--- config.mk ---
export PLATFORM = sky130hd
export DESIGN_NAME = midi_clock_and_timecode_generator_top
export DESIGN_NICKNAME = d
export VERILOG_FILES = /design/src/sv/mctg_pkg.sv /design/src/sv/mctg_ctrl.sv /design/src/sv/mctg_dp.sv /design/src/sv/midi_clock_and_timecode_generator_top.sv
export SDC_FILE = /design/constraint.sdc
export NUM_CORES = 1
export LEC_CHECK = 0
export ABC_AREA = 1
export BUFFER_PORTS_ARGS = -buffer_cell sky130_fd_sc_hd__buf_2
export CAP_MARGIN = 5
export CORE_MARGIN = 5
export CORE_UTILIZATION = 50
export CTS_BUF_LIST = sky130_fd_sc_hd__clkbuf_8
export DETAILED_ROUTE_END_ITERATION = 10
export GPL_ROUTABILITY_DRIVEN = 0
export GPL_TIMING_DRIVEN = 0
export PLACE_DENSITY_LB_ADDON = 0.12
export RECOVER_POWER = 50
export SLEW_MARGIN = 20
export SYNTH_ARGS = -nofsm -noshare
export SYNTH_HDL_FRONTEND = slang
export SYNTH_SLANG_ARGS = --single-unit
--- constraint.sdc ---
create_clock -name clk_i -period 2.7 [get_ports clk_i]
set_input_delay 0 -clock clk_i [delete_from_list [all_inputs] [get_ports clk_i]]
set_output_delay 0 -clock clk_i [all_outputs]
set_load 0.02 [all_outputs]
--- src/sv/mctg_pkg.sv ---
// Shared types and constants for the MIDI clock and timecode generator.
// No dependencies; every other file of the block imports this package.
package mctg_pkg;

  localparam int FrameW   = 32;
  localparam int PeriodW  = 20;
  localparam int FpsW     = 5;
  localparam int ModeW    = 2;
  localparam int CmdW     = 2;
  localparam int CfgIdxW  = 2;
  localparam int CfgDataW = 20;
  localparam int ByteW    = 8;
  localparam int DivCntW  = $clog2(FrameW);
  localparam int MsgIdxW  = 2;

  // Input commands
  typedef enum logic [CmdW-1:0] {
    CMD_TICK   = 2'd0,
    CMD_REWIND = 2'd1,
    CMD_START  = 2'd2,
    CMD_STOP   = 2'd3
  } cmd_e;

  // Sync modes; the unused fourth code behaves like MODE_OFF
  typedef enum logic [ModeW-1:0] {
    MODE_OFF   = 2'd0,
    MODE_CLOCK = 2'd1,
    MODE_MTC   = 2'd2,
    MODE_RSVD  = 2'd3
  } mode_e;

  // Configuration register indexes
  typedef enum logic [CfgIdxW-1:0] {
    CFG_SYNC_MODE    = 2'd0,
    CFG_CLOCK_PERIOD = 2'd1,
    CFG_TC_PERIOD    = 2'd2,
    CFG_TC_FPS       = 2'd3
  } cfg_idx_e;

  // Message sequences the datapath can emit
  typedef enum logic [2:0] {
    MSG_CLOCK,
    MSG_QUARTER,
    MSG_FULL_FRAME,
    MSG_SONG_POS,
    MSG_START,
    MSG_STOP
  } msg_kind_e;

  typedef enum logic [2:0] {
    S_IDLE,
    S_DECODE,
    S_DIV,
    S_CHECK,
    S_EMIT
  } state_e;

  typedef struct packed {
    logic      load_in;
    logic      clr_tc;
    logic      kind_load;
    msg_kind_e kind;
    logic      div_start;
    logic      div_step;
    logic      emit;
    logic      adv_tc;
  } dp_cmd_t;

  typedef struct packed {
    logic is_rewind;
    logic tick_clock;
    logic tick_mtc;
    logic rew_mtc;
    logic rew_clock;
    logic start_clock;
    logic stop_clock;
    logic div_last;
    logic rem_zero;
    logic msg_last;
    logic out_free;
  } dp_status_t;

endpackage

--- src/sv/mctg_ctrl.sv ---
// Sequencing controller for the MIDI clock and timecode generator.
// Depends on mctg_pkg; drives mctg_dp through dp_cmd_t, reads dp_status_t.
module mctg_ctrl import mctg_pkg::*; (
  input  logic       clk_i,
  input  logic       rst_ni,
  input  logic       in_valid_i,
  output logic       in_ready_o,
  input  dp_status_t status_i,
  output dp_cmd_t    cmd_o
);

  state_e state_q, state_d;

  always_ff @(posedge clk_i or negedge rst_ni) begin
    if (!rst_ni) begin
      state_q <= S_IDLE;
    end else begin
      state_q <= state_d;
    end
  end

  always_comb begin
    state_d    = state_q;
    cmd_o      = '0;
    cmd_o.kind = MSG_CLOCK;
    in_ready_o = 1'b0;
    unique case (state_q)
      S_IDLE: begin
        in_ready_o = 1'b1;
        if (in_valid_i) begin
          cmd_o.load_in = 1'b1;
          state_d       = S_DECODE;
        end
      end
      S_DECODE: begin
        cmd_o.kind_load = 1'b1;
        cmd_o.clr_tc    = status_i.is_rewind;
        state_d         = S_EMIT;
        priority if (status_i.tick_clock) begin
          cmd_o.kind      = MSG_CLOCK;
          cmd_o.div_start = 1'b1;
          state_d         = S_DIV;
        end else if (status_i.tick_mtc) begin
          cmd_o.kind      = MSG_QUARTER;
          cmd_o.div_start = 1'b1;
          state_d         = S_DIV;
        end else if (status_i.rew_mtc) begin
          cmd_o.kind = MSG_FULL_FRAME;
        end else if (status_i.rew_clock) begin
          cmd_o.kind = MSG_SONG_POS;
        end else if (status_i.start_clock) begin
          cmd_o.kind = MSG_START;
        end else if (status_i.stop_clock) begin
          cmd_o.kind = MSG_STOP;
        end else begin
          state_d = S_IDLE;
        end
      end
      S_DIV: begin
        cmd_o.div_step = 1'b1;
        if (status_i.div_last) begin
          state_d = S_CHECK;
        end
      end
      S_CHECK: begin
        state_d = status_i.rem_zero ? S_EMIT : S_IDLE;
      end
      S_EMIT: begin
        if (status_i.out_free) begin
          cmd_o.emit = 1'b1;
          if (status_i.msg_last) begin
            // Timecode advances after its quarter frames went out
            cmd_o.adv_tc = status_i.tick_mtc;
            state_d      = S_IDLE;
          end
        end
      end
      default: begin
        state_d = S_IDLE;
      end
    endcase
  end

endmodule

--- src/sv/mctg_dp.sv ---
// Datapath for the MIDI clock and timecode generator: config registers,
// serial remainder unit, timecode counters, message builder, output register.
// Depends on mctg_pkg; controlled by mctg_ctrl.
module mctg_dp import mctg_pkg::*; (
  input  logic                clk_i,
  input  logic                rst_ni,
  // configuration writes
  input  logic                cfg_we_i,
  input  logic [CfgIdxW-1:0]  cfg_index_i,
  input  logic [CfgDataW-1:0] cfg_data_i,
  // input item
  input  logic [CmdW-1:0]     in_cmd_i,
  input  logic [FrameW-1:0]   in_frame_i,
  input  logic                in_waiting_i,
  // controller link
  input  dp_cmd_t             cmd_i,
  output dp_status_t          status_o,
  // result item
  output logic                out_valid_o,
  input  logic                out_ready_i,
  output logic [ByteW-1:0]    out_status_byte_o,
  output logic [ByteW-1:0]    out_data_one_o,
  output logic                out_data_one_valid_o,
  output logic [ByteW-1:0]    out_data_two_o,
  output logic                out_data_two_valid_o,
  output logic                out_last_o
);

  localparam logic [ByteW-1:0] StQuarter = 8'hF1;
  localparam logic [ByteW-1:0] StSongPos = 8'hF2;
  localparam logic [ByteW-1:0] StClock   = 8'hF8;
  localparam logic [ByteW-1:0] StStart   = 8'hFA;
  localparam logic [ByteW-1:0] StStop    = 8'hFC;
  localparam logic [ByteW-1:0] StSysex   = 8'hF0;
  localparam logic [ByteW-1:0] StEox     = 8'hF7;

  typedef struct packed {
    logic [ByteW-1:0] status_byte;
    logic [ByteW-1:0] data_one;
    logic             data_one_valid;
    logic [ByteW-1:0] data_two;
    logic             data_two_valid;
  } midi_msg_t;

  // ---------------- configuration registers
  logic [ModeW-1:0]   mode_q;
  logic [PeriodW-1:0] clk_per_q;
  logic [PeriodW-1:0] tc_per_q;
  logic [FpsW-1:0]    fps_q;

  always_ff @(posedge clk_i or negedge rst_ni) begin
    if (!rst_ni) begin
      mode_q    <= MODE_OFF;
      clk_per_q <= PeriodW'(1000);
      tc_per_q  <= PeriodW'(3528);
      fps_q     <= FpsW'(25);
    end else if (cfg_we_i) begin
      unique case (cfg_idx_e'(cfg_index_i))
        CFG_SYNC_MODE:    mode_q    <= cfg_data_i[ModeW-1:0];
        CFG_CLOCK_PERIOD: clk_per_q <= cfg_data_i[PeriodW-1:0];
        CFG_TC_PERIOD:    tc_per_q  <= cfg_data_i[PeriodW-1:0];
        CFG_TC_FPS:       fps_q     <= cfg_data_i[FpsW-1:0];
        default:          ;
      endcase
    end
  end

  // ---------------- input item
  cmd_e              cmd_q;
  logic              wait_q;
  logic [FrameW-1:0] sh_q;      // frame, shifted out MSB first by the divider

  always_ff @(posedge clk_i) begin
    if (cmd_i.load_in) begin
      cmd_q  <= cmd_e'(in_cmd_i);
      wait_q <= in_waiting_i;
    end
  end

  logic is_clock, is_mtc;
  assign is_clock = (mode_q == MODE_CLOCK);
  assign is_mtc   = (mode_q == MODE_MTC);

  // ---------------- serial remainder, one frame bit per cycle
  logic [PeriodW-1:0] div_q, rem_q;
  logic [DivCntW-1:0] cnt_q;
  logic [PeriodW:0]   trial;
  logic               fits;

  assign trial = {rem_q, sh_q[FrameW-1]};
  assign fits  = (trial >= {1'b0, div_q});

  always_ff @(posedge clk_i) begin
    if (cmd_i.load_in) begin
      sh_q <= in_frame_i;
    end else if (cmd_i.div_step) begin
      sh_q <= {sh_q[FrameW-2:0], 1'b0};
    end
    if (cmd_i.div_start) begin
      div_q <= (cmd_i.kind == MSG_CLOCK) ? clk_per_q : tc_per_q;
      rem_q <= '0;
      cnt_q <= '0;
    end else if (cmd_i.div_step) begin
      rem_q <= fits ? PeriodW'(trial - {1'b0, div_q}) : trial[PeriodW-1:0];
      cnt_q <= cnt_q + DivCntW'(1);
    end
  end

  // ---------------- timecode counters
  logic [4:0] fc_q;
  logic [5:0] sec_q, min_q;
  logic [7:0] hr_q;
  logic [4:0] fc_inc;
  logic [5:0] sec_inc, min_inc;

  assign fc_inc  = fc_q + 5'd1;
  assign sec_inc = sec_q + 6'd1;
  assign min_inc = min_q + 6'd1;

  always_ff @(posedge clk_i or negedge rst_ni) begin
    if (!rst_ni) begin
      fc_q  <= '0;
      sec_q <= '0;
      min_q <= '0;
      hr_q  <= '0;
    end else if (cmd_i.clr_tc) begin
      fc_q  <= '0;
      sec_q <= '0;
      min_q <= '0;
      hr_q  <= '0;
    end else if (cmd_i.adv_tc) begin
      if (fc_inc >= fps_q) begin
        fc_q <= '0;
        if (sec_inc >= 6'd60) begin
          sec_q <= '0;
          if (min_inc >= 6'd60) begin
            min_q <= '0;
            hr_q  <= hr_q + 8'd1;
          end else begin
            min_q <= min_inc;
          end
        end else begin
          sec_q <= sec_inc;
        end
      end else begin
        fc_q <= fc_inc;
      end
    end
  end

  // ---------------- message sequencing
  msg_kind_e          kind_q;
  logic [MsgIdxW-1:0] idx_q;
  logic [MsgIdxW-1:0] last_idx;

  always_ff @(posedge clk_i) begin
    if (cmd_i.kind_load) begin
      kind_q <= cmd_i.kind;
      idx_q  <= '0;
    end else if (cmd_i.emit) begin
      idx_q <= idx_q + MsgIdxW'(1);
    end
  end

  always_comb begin
    unique case (kind_q)
      MSG_QUARTER, MSG_FULL_FRAME: last_idx = 2'd3;
      MSG_START:                   last_idx = 2'd1;
      default:                     last_idx = 2'd0;
    endcase
  end

  function automatic midi_msg_t msg_one(input logic [ByteW-1:0] st);
    midi_msg_t m;
    m = '0;
    m.status_byte = st;
    return m;
  endfunction

  function automatic midi_msg_t msg_two(input logic [ByteW-1:0] st,
                                       input logic [ByteW-1:0] d1);
    midi_msg_t m;
    m = '0;
    m.status_byte    = st;
    m.data_one       = d1;
    m.data_one_valid = 1'b1;
    return m;
  endfunction

  function automatic midi_msg_t msg_three(input logic [ByteW-1:0] st,
                                          input logic [ByteW-1:0] d1,
                                          input logic [ByteW-1:0] d2);
    midi_msg_t m;
    m = '0;
    m.status_byte    = st;
    m.data_one       = d1;
    m.data_one_valid = 1'b1;
    m.data_two       = d2;
    m.data_two_valid = 1'b1;
    return m;
  endfunction

  midi_msg_t msg;

  always_comb begin
    msg = msg_one(StClock);
    unique case (kind_q)
      MSG_CLOCK: msg = msg_one(StClock);
      MSG_QUARTER: begin
        // even frames carry frame and seconds, odd frames minutes and hours
        unique case ({fc_q[0], idx_q})
          3'b000:  msg = msg_two(StQuarter, {4'h0, fc_q[3:0]});
          3'b001:  msg = msg_two(StQuarter, {4'h1, 3'b000, fc_q[4]});
          3'b010:  msg = msg_two(StQuarter, {4'h2, sec_q[3:0]});
          3'b011:  msg = msg_two(StQuarter, {4'h3, 2'b00, sec_q[5:4]});
          3'b100:  msg = msg_two(StQuarter, {4'h4, min_q[3:0]});
          3'b101:  msg = msg_two(StQuarter, {4'h5, 2'b00, min_q[5:4]});
          3'b110:  msg = msg_two(StQuarter, {4'h6, hr_q[3:0]});
          default: msg = msg_two(StQuarter, {4'h7, hr_q[7:4]});
        endcase
      end
      MSG_FULL_FRAME: begin
        unique case (idx_q)
          2'd0:    msg = msg_three(StSysex, 8'h7F, 8'h00);
          2'd1:    msg = msg_three(8'h01, 8'h01, 8'h00);
          2'd2:    msg = msg_three(8'h00, 8'h00, 8'h00);
          default: msg = msg_one(StEox);
        endcase
      end
      MSG_SONG_POS: msg = msg_three(StSongPos, 8'h00, 8'h00);
      MSG_START: msg = (idx_q == 2'd0) ? msg_one(StStart)
                                       : msg_three(StSongPos, 8'h00, 8'h00);
      MSG_STOP: msg = msg_one(StStop);
      default: msg = msg_one(StClock);
    endcase
  end

  // ---------------- output register
  logic      out_valid_q;
  midi_msg_t out_q;
  logic      out_last_q;

  always_ff @(posedge clk_i or negedge rst_ni) begin
    if (!rst_ni) begin
      out_valid_q <= 1'b0;
    end else if (cmd_i.emit) begin
      out_valid_q <= 1'b1;
    end else if (out_ready_i) begin
      out_valid_q <= 1'b0;
    end
  end

  always_ff @(posedge clk_i) begin
    if (cmd_i.emit) begin
      out_q      <= msg;
      out_last_q <= (idx_q == last_idx);
    end
  end

  assign out_valid_o          = out_valid_q;
  assign out_status_byte_o    = out_q.status_byte;
  assign out_data_one_o       = out_q.data_one;
  assign out_data_one_valid_o = out_q.data_one_valid;
  assign out_data_two_o       = out_q.data_two;
  assign out_data_two_valid_o = out_q.data_two_valid;
  assign out_last_o           = out_last_q;

  // ---------------- status
  always_comb begin
    status_o             = '0;
    status_o.is_rewind   = (cmd_q == CMD_REWIND);
    status_o.tick_clock  = (cmd_q == CMD_TICK) && !wait_q && is_clock && (clk_per_q != '0);
    status_o.tick_mtc    = (cmd_q == CMD_TICK) && !wait_q && is_mtc && (tc_per_q != '0);
    status_o.rew_mtc     = (cmd_q == CMD_REWIND) && is_mtc;
    status_o.rew_clock   = (cmd_q == CMD_REWIND) && is_clock;
    status_o.start_clock = (cmd_q == CMD_START) && is_clock;
    status_o.stop_clock  = (cmd_q == CMD_STOP) && is_clock;
    status_o.div_last    = (cnt_q == DivCntW'(FrameW - 1));
    status_o.rem_zero    = (rem_q == '0);
    status_o.msg_last    = (idx_q == last_idx);
    status_o.out_free    = !out_valid_q || out_ready_i;
  end

endmodule

--- src/sv/midi_clock_and_timecode_generator_top.sv ---
// Top level of the MIDI clock and timecode generator: stream ports, config port.
// Depends on mctg_pkg, mctg_ctrl and mctg_dp.
//
// Takes one command beat at a time (tick, rewind, start, stop) and returns
// the MIDI sync messages it causes, one message per output beat, with tlast
// on the final message of each command; a command that causes nothing gives
// no output beat. A tick in clock or timecode mode checks the audio frame
// against the selected period with a serial remainder unit that consumes one
// frame bit per cycle, so such a tick passes through the decode, divide
// and check states and emits its messages only when the frame hits the
// period. Rewind, start, stop and ticks that skip the check (sequencer
// waiting, sync off, zero period) go from decode straight to emitting
// their messages, if any. The output register lets the block take the
// next command while the last message still waits; a stalled master side
// stretches the emit cycles. Configuration writes are always ready and
// must only happen while no command is in flight.
module midi_clock_and_timecode_generator_top import mctg_pkg::*; (
  input  logic                clk_i,
  input  logic                rst_ni,
  // configuration write channel
  input  logic                cfg_valid_i,
  output logic                cfg_ready_o,
  input  logic [CfgIdxW-1:0]  cfg_index_i,
  input  logic [CfgDataW-1:0] cfg_data_i,
  // command stream
  input  logic                s_axis_tvalid_i,
  output logic                s_axis_tready_o,
  input  logic [31:0]         s_axis_tdata_i,   // [31:0] current_frame
  input  logic [2:0]          s_axis_tuser_i,   // [1:0] cmd, [2] waiting
  // MIDI message stream
  output logic                m_axis_tvalid_o,
  input  logic                m_axis_tready_i,
  output logic [23:0]         m_axis_tdata_o,   // [7:0] status_byte, [15:8] data_one,
                                                // [23:16] data_two
  output logic [1:0]          m_axis_tuser_o,   // [0] data_one_valid, [1] data_two_valid
  output logic                m_axis_tlast_o
);

  dp_cmd_t    dp_cmd;
  dp_status_t dp_st;
  logic       in_ready;

  // Config registers take a write in any cycle
  assign cfg_ready_o     = 1'b1;
  assign s_axis_tready_o = in_ready;

  mctg_ctrl u_ctrl (
    .clk_i      (clk_i),
    .rst_ni     (rst_ni),
    .in_valid_i (s_axis_tvalid_i),
    .in_ready_o (in_ready),
    .status_i   (dp_st),
    .cmd_o      (dp_cmd)
  );

  mctg_dp u_dp (
    .clk_i                (clk_i),
    .rst_ni               (rst_ni),
    .cfg_we_i             (cfg_valid_i),
    .cfg_index_i          (cfg_index_i),
    .cfg_data_i           (cfg_data_i),
    .in_cmd_i             (s_axis_tuser_i[1:0]),
    .in_frame_i           (s_axis_tdata_i),
    .in_waiting_i         (s_axis_tuser_i[2]),
    .cmd_i                (dp_cmd),
    .status_o             (dp_st),
    .out_valid_o          (m_axis_tvalid_o),
    .out_ready_i          (m_axis_tready_i),
    .out_status_byte_o    (m_axis_tdata_o[7:0]),
    .out_data_one_o       (m_axis_tdata_o[15:8]),
    .out_data_one_valid_o (m_axis_tuser_o[0]),
    .out_data_two_o       (m_axis_tdata_o[23:16]),
    .out_data_two_valid_o (m_axis_tuser_o[1]),
    .out_last_o           (m_axis_tlast_o)
  );

`ifndef ASSERT_OFF
  // The block decodes each accepted command before it takes another
  a_busy_after_accept: assert property (@(posedge clk_i) disable iff (!rst_ni)
    s_axis_tvalid_i && s_axis_tready_o |=> !s_axis_tready_o)
    else $error("command accepted while previous one still decoding");

  // The controller loads a message only into a free output register
  a_emit_into_free: assert property (@(posedge clk_i) disable iff (!rst_ni)
    dp_cmd.emit |-> dp_st.out_free)
    else $error("message overwrote a pending output beat");

  // An absent first data byte goes out as zero
  a_absent_bytes_zero: assert property (@(posedge clk_i) disable iff (!rst_ni)
    m_axis_tvalid_o && !m_axis_tuser_o[0] |-> m_axis_tdata_o[15:8] == 8'h00)
    else $error("data_one nonzero while flagged absent");
`endif

endmodule

Word level (Yosys, flattened, before mapping)
Index checks and enable logic that the tools add are counted.
{"block": "classes", "mul": 0, "n_eq_ne": 31, "div_mod_pow": 0, "shift": 0, "muxes": 55, "bitwise": 0, "n_lt_le_gt_ge": 4, "n_addsub": 7, "n_reduce_logical": 36}
{"cell": "case mux 26 bit (5 select lines)", "n": 1}
{"cell": "case mux 17 bit (7 select lines)", "n": 1}
{"cell": "case mux 26 bit (3 select lines)", "n": 1}
{"cell": "two-way mux 32 bit", "n": 2}
{"cell": "two-way mux 6 bit", "n": 10}
{"cell": "two-way mux 3 bit", "n": 16}
{"cell": "two-way mux 20 bit", "n": 2}
{"cell": "two-way mux 8 bit", "n": 5}
{"cell": "nonzero test 20 bit", "n": 2}
{"cell": "two-way mux 22 bit", "n": 1}
{"cell": "greater-or-equal comparator 21 x 20 -> 1 bit", "n": 1}
{"cell": "zero test 20 bit", "n": 1}
{"cell": "subtractor 20 bit", "n": 1}
{"cell": "equality test 3 x 2 -> 1 bit, second input constant", "n": 6}
{"cell": "equality test 3 bit, second input constant", "n": 6}
{"cell": "two-way mux 5 bit", "n": 3}
{"cell": "case mux 3 bit (5 select lines)", "n": 1}
{"cell": "adder 6 x 1 -> 6 bit, second input constant", "n": 2}
{"cell": "equality test 2 bit, second input constant", "n": 6}
{"cell": "greater-or-equal comparator 6 bit, second input constant", "n": 2}
{"cell": "nonzero test 2 bit", "n": 6}
{"cell": "adder 5 x 1 -> 5 bit, second input constant", "n": 2}
{"cell": "AND reduction 2 bit", "n": 5}
{"cell": "equality test 3 x 1 -> 1 bit, second input constant", "n": 3}
{"cell": "19 further kinds", "n": 47}
{"block": "word_totals", "latchBits": 0, "output_inout_bits": 30, "ramBits": 0, "regBits": 188, "mem_count": 0, "input_bits": 62, "rom_bits": 0}

Logic depth before layout (Yosys ltp)
Gate-level depths: netlist (run 1).
{"block": "logic_depth", "depth_word": 11, "ltp_mapped": 15}

Cells and area by module
Synthesis (run 1) repeated with hierarchy kept, for this count alone.
{"block": "hier_totals", "hier_cells": 1231, "area_unflattened_um2": 9989.6}
{"mod": "mctg_dp", "n_inst": 1, "cells_per_inst": 1182, "area_per_inst_um2": 9680.5}
{"mod": "mctg_ctrl", "n_inst": 1, "cells_per_inst": 47, "area_per_inst_um2": 297.8}
{"mod": "midi_clock_and_timecode_generator_top", "n_inst": 1, "cells_per_inst": 2, "area_per_inst_um2": 11.3}

Worst setup path before layout (run 1)
OpenSTA, ideal clock, no wires.
{"block": "synth_timing", "path_type": "reg-to-reg", "from": "register u_ctrl.state_q[2]", "to": "register u_dp.sh_q[0], enable pin", "setup_time_ns": 0.387, "slack_ns": 0.128, "arrival_ns": 2.186, "path_stages_with_launch": 9, "required_ns": 2.313, "cell_sequence": "dfrtp_1 -> nor2_1 -> inv_1 -> nor2_1 -> nand2_1 -> inv_1 -> buf_2 -> nor2_1 -> inv_1"}
{"element": "from (decl)", "line_no": "mctg_ctrl.sv:12", "rtl": "state_e state_q, state_d;"}
{"element": "from (signal assigned)", "line_no": "mctg_ctrl.sv:18", "rtl": "state_q <= state_d;"}
{"element": "to (signal assigned)", "line_no": "mctg_dp.sv:95", "rtl": "sh_q <= in_frame_i;"}
{"element": "to (signal assigned)", "line_no": "mctg_dp.sv:97", "rtl": "sh_q <= {sh_q[FrameW-2:0], 1'b0};"}
{"element": "to (decl)", "line_no": "mctg_dp.sv:71", "rtl": "logic [FrameW-1:0] sh_q;"}

Worst setup path in the final report (run 1)
{"block": "layout_timing", "from": "register u_dp.fc_q[0]", "to": "register u_dp.hr_q[1]"}
{"block": "layout_via", "elab_chain_len": 4}
{"element": "from (decl)", "line_no": "mctg_dp.sv:110", "rtl": "logic [4:0] fc_q;"}
{"element": "from (signal assigned)", "line_no": "mctg_dp.sv:146", "rtl": "fc_q <= fc_inc;"}
{"element": "adder 5 x 1 -> 5 bit", "line_no": "mctg_dp.sv:116", "rtl": "assign fc_inc = fc_q + 5'd1;"}
{"element": "greater-or-equal comparator 5 bit", "line_no": "mctg_dp.sv:132", "rtl": "if (fc_inc >= fps_q) begin"}
{"element": "nonzero test 2 bit (no line)"}
{"element": "AND reduction 4 bit (no line)"}
{"element": "to (signal assigned)", "line_no": "mctg_dp.sv:138", "rtl": "hr_q <= hr_q + 8'd1;"}
{"element": "to (decl)", "line_no": "mctg_dp.sv:112", "rtl": "logic [7:0] hr_q;"}
No other way between the ends.
A chain may end at the register's enable or synchronous reset.

==> results of run 1 <==
worst min-delay path by stage:
stage	start	to	slack [ns]	cells after the start
detailed placement	rst_ni	u_dp.clk_per_q[11]	-0.08	1
global route	s_axis_tuser_i[2]	u_dp.wait_q	0.23	2
finish	m_axis_tready_i	u_dp.out_valid_o	0.26	3
global placement	s_axis_tuser_i[0]	u_dp.cmd_q[0]	0.19	1
CTS	s_axis_tuser_i[0]	u_dp.cmd_q[0]	0.22	2
floorplan	rst_ni	u_ctrl.state_q[0]	-0.30	0
cells in the final DEF, fill, tap and decap left out, types with 19 or more instances in the layout:
master / n
o21ai_0: 74
dlygate4sd3_1: 63
nand4_1: 22
dfrtp_1: 60
clkbuf_1: 41
edfxtp_1: 73
nand2_1: 437
a21oi_1: 19
inv_1: 177
nand3_1: 126
ha_1: 36
dfxtp_1: 27
buf_2: 69
nor2_1: 70
repair_timing:
action,in CTS,in global routing
setup endpoints to repair,0,56
gates resized for setup,0,6
hold buffers,63,0
hold endpoints to repair,157,0
per-layer routing:
metal | wire length (um) | vias to the layer above | GRT usage [%]
li1 | - | 4518 | -
met1 | 11670 | 3936 | 29.92
met2 | 10770 | 272 | 33.87
met3 | 1420 | 40 | 4.437
met4 | 581 | 0 | 7.534
met5 | 0 | - | 0
per-stage QoR:
step                utilization [%]  setup TNS [ns]
floorplan                         -               0
global route                  59.04               0
CTS                           59.42               0
detailed placement            54.35               0
global placement              54.20          -8.056
finish                        59.04               0
where the power goes:
part           leakage (nW)  total (W)  switching, W  internal, W
Combinational          3.84    0.00229       0.00153     0.000763
Clock                 0.204    0.00180       0.00108     0.000712
Sequential             1.86    0.00378      0.000268      0.00351
worst max-delay path: stages (launching register included):
cell and delay (ns):
dfrtp_2 0.49, ha_1 0.25, nand3_1 0.10, xor2_1 0.21
inv_1 0.07, ha_1 0.31, a21oi_1 0.16, o21a_1 0.16
nand4_2 0.14, nand2_1 0.12, inv_2 0.07, buf_4 0.18
nand4_1 0.09, nand2_1 0.06
layout make-up:
type,instances,area [um2],area share [%]
flip-flops and latches,176,4654,39.34
plain buffers,51,301.5,2.549
well taps,270,337.8,2.855
multi-input cells,899,4449,37.61
clock buffers,18,247.7,2.094
inverters,183,689.4,5.827
repair buffers,145,1015,8.577
clock inverters,14,136.4,1.153
state kept, by name (all words and copies together), names as in the netlist:
signal and count:
u_dp.cnt_q 5, u_dp.wait_q 1, u_dp.rem_q 20, u_dp.idx_q 2, u_dp.sh_q 32, u_dp.fc_q 5
u_dp.out_data_one_valid_o 1, u_dp.out_data_two_valid_o 1, u_ctrl.state_q 3, u_dp.clk_per_q 20, u_dp.out_valid_o 1, u_dp.hr_q 8
u_dp.kind_q 3, u_dp.div_q 20, u_dp.sec_q 6, u_dp.out_data_one_o 7, u_dp.tc_per_q 20, u_dp.fps_q 5
u_dp.cmd_q 2, u_dp.out_status_byte_o 5, u_dp.min_q 6, u_dp.mode_q 2, u_dp.out_last_o 1
logic make-up (layout without fill, tap and decap cells):
kind of cell / count (synthesis) / count (layout) / share of synthesized area, %
adder cells (fa/ha/maj): 37 / 37 / 4.663
AO/OA/AOI/OAI: 123 / 123 / 6.611
other: 2 / 10 / 0.07444
flip-flops: 176 / 176 / 46.12
AND/OR/NAND/NOR: 706 / 706 / 30.71
XOR/XNOR: 23 / 23 / 1.997
buffers and inverters: 234 / 411 / 9.823
==> flow_summary_export.csv, run 1 <==
group,metric,value,unit
clock_tree,clock-sinks,176,
power,peakVddDrop,0.4686,mV
setup_path,cp-endpoint,"u_dp.hr_q[1]",
floorplanning,io_pins,92,
global_route,overflow,0,
synthesis,synth_ff_type,"edfxtp_1",
timing,finalSetupViolCount,0,
final_layout,drive_above_1_share,11.31,%
clock_tree,cts_made_buffers,17,
timing,min_period,2.512,ns
global_route,grt_usage,21.58,%
setup_path,rr_startpoint,"u_dp.fc_q[0]",
final_layout,fillerInstances,1916,
synthesis,yosysSeqAreaShare,46.12,%
synthesis,yosysMostFrequentCell,"nand2_1",
detailed_routing,routed_wl,24440,um
detailed_routing,drc,0,
clock_tree,clock_latency,0.48,ns
timing,rsz0062_at_grt,"false",
floorplanning,core,20040,um2
synthesis,synth-edff-count,73,
synthesis,avgSynthCellArea,7.754,um2
setup_path,r2r_slack,0.19,ns
clock_tree,htreeDepth,4,
power,cellPowerDensity,664.6,nW/um2
floorplanning,die_x,152.0,um
setup_path,critPathKind,"register to register",
synthesis,synth_area_leaders,"edfxtp_1, nand2_1, dfrtp_1",
power,leakagePower,5.905,nW
placed_design,dp.cells,1661,
final_layout,syn2layout_area_growth,17.28,%
timing,clock_skew,0.02187,ns
global_route,grt_pass1_wl,41190,um
synthesis,synth_area_leader_cell,"edfxtp_1",
final_layout,fin_area,11830,um2
detailed_routing,drt_iter0_markers,508,
placed_design,pre_cts_ws,0.06262,ns
clock_tree,cts_tree,"yes",
power,finalPower,0.007864,W
synthesis,syn_inst,1301,
synthesis,ys_warn_count,0,
timing,finalHoldWorstSlack,0.2564,ns
placed_design,dp_hpwl,18110,um
setup_path,reg2reg_to,"u_dp.hr_q[1]",
timing,maxSlewHeadroom,8.474,%
setup_path,worstPathArrival,2.88,ns
floorplanning,initial_utilization,50.34,%
setup_path,worstSetupEndpointType,"register",
synthesis,synth_top_cell_area_share,21.73,%
final_layout,layout.cells.non_filler,1756,
global_route,grt_max_degree,55,
timing,fmax,398.1,MHz
floorplanning,dieArea,23120,um2
clock_tree,clk_pin_slew,0.10,ns
clock_tree,cts_setup_buffers,0,
synthesis,synthTopCellsByCount,"nand2_1, inv_1, nand3_1",
timing,tightest_slew,1.373,ns
final_layout,nNetsFinal,1572,
detailed_routing,wire_per_inst,13.92,um
detailed_routing,num_vias,8766,
setup_path,start_kind,"register",
timing,finalMaxSlewViolations,0,
min_path,hp-class,"input port to register",
synthesis,async_flop_share,43.18,%
clock_tree,cts_root_buf,"clkbuf_8",
setup_path,cp-startpoint,"u_dp.fc_q[0]",
setup_path,required,3.07,ns
setup_path,critPathMaxFanout,10,
global_route,first_global_vias,8499,
setup_path,r2r_cells,13,
clock_tree,cts.path.max_buffers,2,
timing,hold_violations,0,
status,status,"finished, final reports clean",
global_route,grt_antenna_before_repair,0,
placed_design,port_buffers,81,
job,drv_cap,0,
timing,setup_ws,0.1878,ns
detailed_routing,first_pass_iters,5,
synthesis,yosysUniqueCellTypes,45,
floorplanning,die_height,152.0,um
final_layout,num_antenna_cells,0,
synthesis,yosys_register_bits,176,
floorplanning,rows,52,
timing,finalCritPeriodShare,93.05,%
detailed_routing,via_per_inst,4.992,
synthesis,synth_area,10090,um2
detailed_routing,drtAntennaViolNets,0,
placed_design,postPlaceCellArea,10890,um2
Power figures use the tool's default switching activity.
==> inputs of run 2 (changes only) <==
- CORE_ASPECT_RATIO: not set -> 0.7
==> run 2 against run 1 <==
- maximum frequency is 1.5% lower
- first-iteration DRC count up 74%
- routed wire length increased by 6.6%
- flip-flop and latch count did not move
- largest cell class unchanged
- largest power group unchanged
- highest routed layer unchanged
==> flow_summary_export.csv, run 2 (synthesis gave the netlist of run 1 again) <==
group,metric,value,unit
final_layout,layout.cells.non_filler,1758,
floorplanning,die_height,128.8,um
timing,finalCritPeriodShare,94.43,%
setup_path,worstSetupEndpointType,"register",
power,comb_power_share,28.7,%
power,power.share.switching,36.68,%
detailed_routing,top_layer_used,"met4",
power,cellPowerDensity,676.9,nW/um2
floorplanning,initial_utilization,50.95,%
job,drv_cap,0,
placed_design,postPlaceCellArea,10890,um2
detailed_routing,drt_iter0_markers,884,
final_layout,nNetsFinal,1574,
timing,clock_skew,0.02614,ns
power,power_frac_seq,47.0,%
setup_path,worstPathArrival,2.92,ns
setup_path,critPathMaxFanout,10,
clock_tree,htreeDepth,4,
setup_path,required,3.07,ns
detailed_routing,wire_per_inst,14.82,um
floorplanning,core,19800,um2
detailed_routing,drt-met1-wl,13270,um
floorplanning,die_x,179.8,um
final_layout,drive_above_1_share,11.76,%
detailed_routing,drc,0,
clock_tree,cts.path.max_buffers,2,
clock_tree,cts_made_buffers,17,
global_route,first_global_vias,8162,
detailed_routing,via_per_inst,5.087,
clock_tree,cts_tree,"yes",
timing,setup_ws,0.1505,ns
placed_design,dp_hpwl,19000,um
timing,fmax,392.2,MHz
global_route,overflow,0,
final_layout,fin_area,11910,um2
clock_tree,cts_root_buf,"clkbuf_8",
detailed_routing,dr_wl_met3,2298,um
detailed_routing,first_pass_iters,6,
timing,rsz0062_at_grt,"false",
setup_path,critPathKind,"register to register",
power,leakagePower,5.938,nW
detailed_routing,drtAntennaViolNets,0,
detailed_routing,detailroute.wirelength.met2,10190,um
timing,setup_tns,0,ns
timing,finalSetupViolCount,0,
clock_tree,clock_latency,0.48,ns
final_layout,num_antenna_cells,0,
final_layout,syn2layout_area_growth,18.07,%
placed_design,port_buffers,81,
global_route,grt_max_degree,57,
power,p_int,0.005105,W
placed_design,pre_cts_ws,-0.03409,ns
timing,hold_violations,0,
power,peakVddDrop,0.3704,mV
setup_path,cp-startpoint,"u_dp.fc_q[0]",
timing,tightest_slew,1.345,ns
status,status,"finished, final reports clean",
clock_tree,clk_pin_slew,0.11,ns
floorplanning,rows,43,
timing,maxSlewHeadroom,10.31,%
floorplanning,io_pins,92,
timing,min_period,2.550,ns
detailed_routing,routed_wl,26060,um
clock_tree,clock-sinks,176,
final_layout,final_cell_mix,"nand2_1, inv_1, nand3_1",
global_route,grt_antenna_before_repair,0,
setup_path,start_kind,"register",
setup_path,rr_startpoint,"u_dp.fc_q[0]",
placed_design,dp.cells,1661,
min_path,min-delay-start,"m_axis_tready_i",
power,clkPwrFrac,24.3,%
final_layout,largest_reg_flops,32,
final_layout,final_common_cell,"nand2_1",
timing,finalHoldWorstSlack,0.2358,ns
detailed_routing,num_vias,8943,
floorplanning,dieArea,23160,um2
final_layout,top_register,"u_dp.sh_q",
power,power_switching,0.002958,W
timing,finalMaxSlewViolations,0,
global_route,grt_pass1_wl,42870,um
global_route,grt_usage,22.82,%
min_path,hp-class,"input port to register",
## run 2: power by group through the flow
stage	clock network, W	logic, W	registers, W
2_1_floorplan	0	0.00160	0.00381
3_3_place_gp	0	0.00220	0.00384
3_5_place_dp	0	0.00225	0.00385
4_1_cts	0.00198	0.00234	0.00379
5_1_grt	0.00210	0.00262	0.00385
6_report	0.00196	0.00231	0.00379
## run 2: final timing paths
path,end,slack (ns),cells after the start
min reg2reg,u_dp.cnt_q[4],0.48,2
max reg2reg,u_dp.hr_q[3],0.15,13
max,u_dp.hr_q[3],0.15,13
min,u_dp.out_valid_o,0.24,3
max in group asynchronous,u_dp.fc_q[0],0.70,4
min in group asynchronous,u_ctrl.state_q[1],0.44,3
## run 2: area by class of cell
type,count,area (um2)
Fill cell,1840,7888
Sequential cell,176,4654
Multi-Input combinational cell,899,4467
Timing Repair Buffer,147,1033
Inverter,183,689.4
Tap cell,270,337.8
Buffer,51,302.8
Clock buffer,18,247.7
Clock inverter,14,178.9
## run 2: what timing repair did
item	CTS	global route
hold endpoints to repair	145	0
hold buffers	63	0
buffers inserted	0	2
gates resized for setup	2	3
setup endpoints to repair	17	21
## run 2: stage by stage
step                      utilization, %  total power (W)
after CTS                          60.37         0.008109
after detailed placement           55.01         0.006096
after global placement             54.86         0.006041
after global routing               60.16         0.008575
final                              60.16         0.008063
after floorplan                        -         0.005413
## run 2: worst max-delay path: stages (launching register included)
cell and delay, ns:
dfrtp_2 0.46, ha_1 0.24, nand3_1 0.10, xor2_1 0.24, inv_1 0.08, ha_1 0.31, a21oi_1 0.17, o21a_1 0.15
nand4_2 0.14, nand2_1 0.14, inv_2 0.08, buf_4 0.18, nand4_1 0.10, nand2_1 0.05
## run 2: metal layers
metal | GRT usage [%] | vias to the layer above
met2 | 30.87 | 330
met4 | 5.016 | 0
met1 | 36.70 | 4067
met3 | 5.340 | 29
li1 | - | 4517
met5 | 0 | -
